File: src/rtl/sbpd_pkg.sv
// Shared constants for the start-byte packet deframer.
package sbpd_pkg;

  localparam int unsigned BYTE_W = 8;
  localparam int unsigned SUM_W  = 10;   // three payload bytes sum to at most 765

  localparam logic [BYTE_W-1:0] START_BYTE_RST = 8'd253;
  localparam logic [BYTE_W:0]   CSUM_MOD       = 9'd255;

endpackage : sbpd_pkg

File: src/rtl/sbpd_csum_check.sv
// Mod-255 checksum check of a packet's payload sum against the received byte.
module sbpd_csum_check (
  input  logic [sbpd_pkg::SUM_W-1:0]  sum,
  input  logic [sbpd_pkg::BYTE_W-1:0] csum_byte,
  output logic                        mismatch
);

  logic [sbpd_pkg::BYTE_W:0] fold;
  logic [sbpd_pkg::BYTE_W:0] rem;
  logic [sbpd_pkg::BYTE_W:0] expected;

  // 256 == 1 mod 255: fold the high bits onto the low byte, then one subtract
  assign fold = {1'b0, sum[sbpd_pkg::BYTE_W-1:0]}
              + {{(2*sbpd_pkg::BYTE_W-sbpd_pkg::SUM_W+1){1'b0}},
                 sum[sbpd_pkg::SUM_W-1:sbpd_pkg::BYTE_W]};
  assign rem      = (fold >= sbpd_pkg::CSUM_MOD) ? fold - sbpd_pkg::CSUM_MOD : fold;
  // remainder 0 gives an expected checksum of 255
  assign expected = sbpd_pkg::CSUM_MOD - rem;
  assign mismatch = (expected != {1'b0, csum_byte});

endmodule : sbpd_csum_check

File: src/rtl/start_byte_packet_deframer.sv
// Start-byte packet deframer: hunts for a start byte, collects 3 payload bytes + checksum.
// out_valid rises once the checksum byte has passed the input register and then the
//   result register; the packet transfers on an edge with out_stall low.
// Throughput: one byte per cycle; the input stalls only while a finished result
//   is held in the result register by out_stall and the next byte is a checksum.
// Reset (rst_n, synchronous, active low): back to hunting, running sum and both
//   valid flags cleared, start byte register set to 253.
module start_byte_packet_deframer (
  input  logic                        clk,
  input  logic                        rst_n,
  // configuration
  input  logic                        cfg_wr_en,
  input  logic [sbpd_pkg::BYTE_W-1:0] cfg_wr_data,
  // received bytes
  input  logic                        in_valid,
  output logic                        in_stall,
  input  logic [sbpd_pkg::BYTE_W-1:0] in_rx_byte,
  // decoded packets
  output logic                        out_valid,
  input  logic                        out_stall,
  output logic [sbpd_pkg::BYTE_W-1:0] out_channel_id,
  output logic [sbpd_pkg::BYTE_W-1:0] out_value_first,
  output logic [sbpd_pkg::BYTE_W-1:0] out_value_second,
  output logic                        out_status
);

  // Packet phase; codes 5..7 are unused and behave as hunting.
  typedef enum logic [2:0] {
    PH_HUNT = 3'd0,
    PH_PAY1 = 3'd1,
    PH_PAY2 = 3'd2,
    PH_PAY3 = 3'd3,
    PH_CHK  = 3'd4
  } phase_t;

  // start byte register
  logic [sbpd_pkg::BYTE_W-1:0] start_byte_r, start_byte_nxt;

  // input register stage
  logic                        s1_valid_r, s1_valid_nxt;
  logic [sbpd_pkg::BYTE_W-1:0] s1_byte_r,  s1_byte_nxt;

  // deframer state
  phase_t                      phase_r, phase_nxt;
  logic [sbpd_pkg::SUM_W-1:0]  sum_r,   sum_nxt;
  logic [sbpd_pkg::BYTE_W-1:0] pay0_r, pay0_nxt;
  logic [sbpd_pkg::BYTE_W-1:0] pay1_r, pay1_nxt;
  logic [sbpd_pkg::BYTE_W-1:0] pay2_r, pay2_nxt;

  // result register
  logic                        out_valid_r, out_valid_nxt;
  logic [sbpd_pkg::BYTE_W-1:0] out_chan_r,  out_chan_nxt;
  logic [sbpd_pkg::BYTE_W-1:0] out_v1_r,    out_v1_nxt;
  logic [sbpd_pkg::BYTE_W-1:0] out_v2_r,    out_v2_nxt;
  logic                        out_stat_r,  out_stat_nxt;

  logic in_xfer;
  logic out_free;
  logic s1_go;
  logic csum_bad;

  // Result register can load when it is empty or its result leaves this cycle.
  assign out_free = !out_valid_r || !out_stall;
  // Only a checksum byte needs room in the result register.
  assign s1_go    = s1_valid_r && ((phase_r != PH_CHK) || out_free);
  // Input register is free when empty or when its byte is consumed now.
  assign in_stall = s1_valid_r && !s1_go;
  assign in_xfer  = in_valid && !in_stall;

  sbpd_csum_check u_csum (
    .sum       (sum_r),
    .csum_byte (s1_byte_r),
    .mismatch  (csum_bad)
  );

  always_comb begin
    start_byte_nxt = cfg_wr_en ? cfg_wr_data : start_byte_r;

    s1_valid_nxt = in_xfer ? 1'b1 : (s1_go ? 1'b0 : s1_valid_r);
    s1_byte_nxt  = in_xfer ? in_rx_byte : s1_byte_r;

    phase_nxt = phase_r;
    sum_nxt   = sum_r;
    pay0_nxt  = pay0_r;
    pay1_nxt  = pay1_r;
    pay2_nxt  = pay2_r;

    out_valid_nxt = out_valid_r && out_stall;
    out_chan_nxt  = out_chan_r;
    out_v1_nxt    = out_v1_r;
    out_v2_nxt    = out_v2_r;
    out_stat_nxt  = out_stat_r;

    if (s1_go) begin
      unique case (phase_r)
        PH_PAY1: begin
          pay0_nxt  = s1_byte_r;
          sum_nxt   = sum_r + {{(sbpd_pkg::SUM_W-sbpd_pkg::BYTE_W){1'b0}}, s1_byte_r};
          phase_nxt = PH_PAY2;
        end
        PH_PAY2: begin
          pay1_nxt  = s1_byte_r;
          sum_nxt   = sum_r + {{(sbpd_pkg::SUM_W-sbpd_pkg::BYTE_W){1'b0}}, s1_byte_r};
          phase_nxt = PH_PAY3;
        end
        PH_PAY3: begin
          pay2_nxt  = s1_byte_r;
          sum_nxt   = sum_r + {{(sbpd_pkg::SUM_W-sbpd_pkg::BYTE_W){1'b0}}, s1_byte_r};
          phase_nxt = PH_CHK;
        end
        PH_CHK: begin
          // checksum byte: emit the packet, good or bad, and go back to hunting
          out_valid_nxt = 1'b1;
          out_chan_nxt  = pay0_r;
          out_v1_nxt    = pay1_r;
          out_v2_nxt    = pay2_r;
          out_stat_nxt  = csum_bad;
          phase_nxt     = PH_HUNT;
          sum_nxt       = '0;
        end
        default: begin
          // hunting (and unused codes): drop everything but the start byte
          if (s1_byte_r == start_byte_r) begin
            phase_nxt = PH_PAY1;
            sum_nxt   = '0;
          end else begin
            phase_nxt = PH_HUNT;
          end
        end
      endcase
    end
  end

  always_ff @(posedge clk) begin
    if (!rst_n) begin
      start_byte_r <= sbpd_pkg::START_BYTE_RST;
      s1_valid_r   <= 1'b0;
      phase_r      <= PH_HUNT;
      sum_r        <= '0;
      out_valid_r  <= 1'b0;
    end else begin
      start_byte_r <= start_byte_nxt;
      s1_valid_r   <= s1_valid_nxt;
      phase_r      <= phase_nxt;
      sum_r        <= sum_nxt;
      out_valid_r  <= out_valid_nxt;
    end
    // payload registers, no reset
    s1_byte_r  <= s1_byte_nxt;
    pay0_r     <= pay0_nxt;
    pay1_r     <= pay1_nxt;
    pay2_r     <= pay2_nxt;
    out_chan_r <= out_chan_nxt;
    out_v1_r   <= out_v1_nxt;
    out_v2_r   <= out_v2_nxt;
    out_stat_r <= out_stat_nxt;
  end

  assign out_valid        = out_valid_r;
  assign out_channel_id   = out_chan_r;
  assign out_value_first  = out_v1_r;
  assign out_value_second = out_v2_r;
  assign out_status       = out_stat_r;

endmodule : start_byte_packet_deframer

File: config.mk
export PLATFORM = sky130hd
export DESIGN_NAME = start_byte_packet_deframer
export DESIGN_NICKNAME = d
export VERILOG_FILES = /design/src/rtl/sbpd_pkg.sv /design/src/rtl/sbpd_csum_check.sv /design/src/rtl/start_byte_packet_deframer.sv
export SDC_FILE = /design/constraint.sdc
export NUM_CORES = 1
export LEC_CHECK = 0
export ABC_AREA = 1
export BUFFER_PORTS_ARGS = -buffer_cell sky130_fd_sc_hd__buf_2
export CAP_MARGIN = 20
export CORE_MARGIN = 2
export CORE_UTILIZATION = 62
export DETAILED_ROUTE_END_ITERATION = 8
export HOLD_SLACK_MARGIN = 0.15
export PLACE_DENSITY_LB_ADDON = 0.12
export SETUP_SLACK_MARGIN = 0.3
export SKIP_CTS_REPAIR_TIMING = 1
export SLEW_MARGIN = 30
export SYNTH_ARGS = -nofsm -noshare
export SYNTH_HDL_FRONTEND = slang
export SYNTH_SLANG_ARGS = --single-unit
export TNS_END_PERCENT = 10
File: constraint.sdc
create_clock -name clk -period 4.6 [get_ports clk]
set_input_delay 0.92 -clock clk [delete_from_list [all_inputs] [get_ports clk]]
set_output_delay 0.92 -clock clk [all_outputs]
set_load 0.02 [all_outputs]
==> metrics.txt <==
largest incremental delay on the critical path=0.58 ns; post-synthesis cell type count=31; Setup TNS=0 ns; Worst path slowest cell=fa_1; Synth Warn #=0; diodes inserted=0; Reg power frac=51.1%; clock power share=44.4%; HP Class=flop to flop; GRT overflow=0; Core ar.=5816 µm²; Placed Area=3998 µm²; final hold violation count=0; Setup-failing EPs final=0; Final min period=3.418 ns; Via-to-Cell Ratio=5.709; vias in the first global route=2755; Seq/Total Area, Yosys=59.03%; synthesized area=3680 µm²; Rel. slew slack=39.72%; Crit path top cell by count=nand2_1; total CTS buffers=9; Max Clock Freq=292.6 MHz; Critical Path End Type=flop; Detailed Routing Iterations Pass 1=5; CP required=4.69 ns; syn nets=409; crit-path max FO=4; status=finished, final reports clean; CTS tree=yes; Clock Latency Late Sink=0.35 ns; first-pass GRT wire length=13660 µm; largest area contributor in the netlist=edfxtp_1; Die H=81.04 µm; CP Class=flop to flop; drc violations=0; commonest register cell after synthesis=edfxtp_1; number of synthesized register bits=80; VDD IR max=289.5 µV; IO buf count=47; post-detailed-route wirelength per cell=17.32 µm; top post-synthesis cells by area=edfxtp_1 47%, dfxtp_1 13%, nand2_1 10%; via count=2906; clock sink total=80; max cap viols=0; Slew @ Worst Pin=0.8987 ns; antenna violations before repair=0; DIE AREA=6567 µm²; area share of the largest cell type after synthesis=46.51%; GRT Util Overall=29.09%; cell family with most CP delay=simple AND/OR/NAND/NOR gates; Arr. time, crit path=3.51 ns; area growth from synthesis to layout=16.05%; fin util=73.43%; RSZ-0062 raised after global routing=false; # nets final=464; clock buffer depth=2; Buf/Inv on CP=1; Top Ports=48; initial drt markers=285; Fin Clk Skew=0.01150 ns; clk root buf=clkbuf_8; P_int=0.001236 W; initial core utilization=63.27%; Synth async-reset ratio=0%; layout cells sized above 1=18.43%; H-Tree Depth=3; mean area per synthesized cell=9.839 µm²; crit path cell chain=ha_1, fa_1, ha_1, nand3_1, nor2_1, nand2_1, nor4_1, ha_1, inv_1, nand2_1, nand3_1, nand3_1, nand3b_1, nand2_1, nand2_1, nor2_1, nand4_1; Combinational Power Share=4.6%; Pleak=1.809 nW; crit share post-route=74.30%; Gate Count Post-Synth=374; row cnt=28; placed wire-length estimate=5759 µm; Sw Ratio=21.83%; number of antenna-violating nets in the routed design=0; RePlAce Congestion=0.8356; Detailed Route WL=8818 µm; max-slew violations=0; Die Wd=81.04 µm; fin area=4270 µm²; Net Switching=0.0003450 W; Clock Pin Slew Worst Setup and Hold Paths=0.09 ns; Post-synth EDFFs=57; Critical Path Source Type=flop; pin count of the biggest net entering global routing=26; P per Cell Area=370.2 nW/µm²
-- cell families after synthesis --
kind of cell,synth area share [%]
flops,59.03
xor+xnor,3.570
simple gates,22.88
buf+inv,5.202
compound gates,4.149
fa+ha+maj,5.168
-- cells in the final DEF (no fill, tap or decap), types with 6 or more instances in the layout --
master    netlist  layout
nand2_1       100     100
nor2_1         27      27
xor2_1         14      14
buf_2           0      47
a21oi_1        20      20
o21ai_0         6       6
nor3_1          6       6
ha_1           12      12
nand3_1        27      27
clkbuf_8        0       9
edfxtp_1       57      57
inv_1          43      42
dfxtp_1        23      23
-- stage by stage --
stage          std cells  hold slack (ns)  total power, W  worst slack, ns
2_1_floorplan        374           0.4003       0.0008627            1.816
3_3_place_gp         493           0.4008       0.0008882            1.673
3_5_place_dp         493           0.4083       0.0008925            1.429
4_1_cts              509           0.4325        0.001581            1.295
5_1_grt              509           0.4413        0.001618           0.9404
6_report             509           0.4312        0.001581            1.182
-- path summary, 6_finish.rpt --
kind	startpoint	end	slack (ns)	cells after the start
hold / removal	pay2_r[6]	out_value_second[6]	0.43	0
hold reg to reg	pay2_r[6]	out_value_second[6]	0.43	0
setup / recovery	sum_r[0]	out_status	1.18	17
setup reg to reg	sum_r[0]	out_status	1.18	17
-- area by class of cell --
type | count | area, µm²
Multi-Input combinational cell | 243 | 1316
Fill cell | 409 | 1545
Clock inverter | 7 | 148.9
Timing Repair Buffer | 47 | 235.2
Clock buffer | 9 | 123.9
Inverter | 48 | 180.2
Sequential cell | 80 | 2172
Tap cell | 75 | 93.84
-- power by group through the flow --
stage	combinational [W]	clock, W	sequential, W
after global placement	0.0000667	0	0.000821
after global routing	0.0000829	0.000726	0.000809
final	0.0000727	0.000701	0.000807
after CTS	0.0000717	0.000702	0.000806
after detailed placement	0.0000698	0	0.000823
after floorplan	0.0000509	0	0.000812
-- routing by layer --
metal	GRT usage, %	vias up	part of all wire (%)
met4	17.46	0	4.7
met3	5.444	44	8.4
met5	0	-	0
met1	34.03	1314	38
li1	-	1346	-
met2	49.75	202	49
-- state kept, by name (all words and copies together) (netlist names), 3 cells and up --
signal,flops
sum_r,10
out_channel_id,8
out_value_first,8
out_value_second,8
pay0_r,8
pay1_r,8
pay2_r,8
s1_byte_r,8
start_byte_r,8
phase_r,3
-- cells in the mapped netlist, types with 3 or more instances --
cell        n
ha_1       12
nor3_1      6
xor2_1     14
nand3_1    27
dfxtp_1    23
clkbuf_1    3
nand3b_1    5
nand2_2     4
a21oi_1    20
nor2_1     27
nand4_1     3
nand2_1   100
inv_1      43
inv_2       4
edfxtp_1   57
o21ai_0     6
Note: power is estimated with default switching activity, not from simulation.
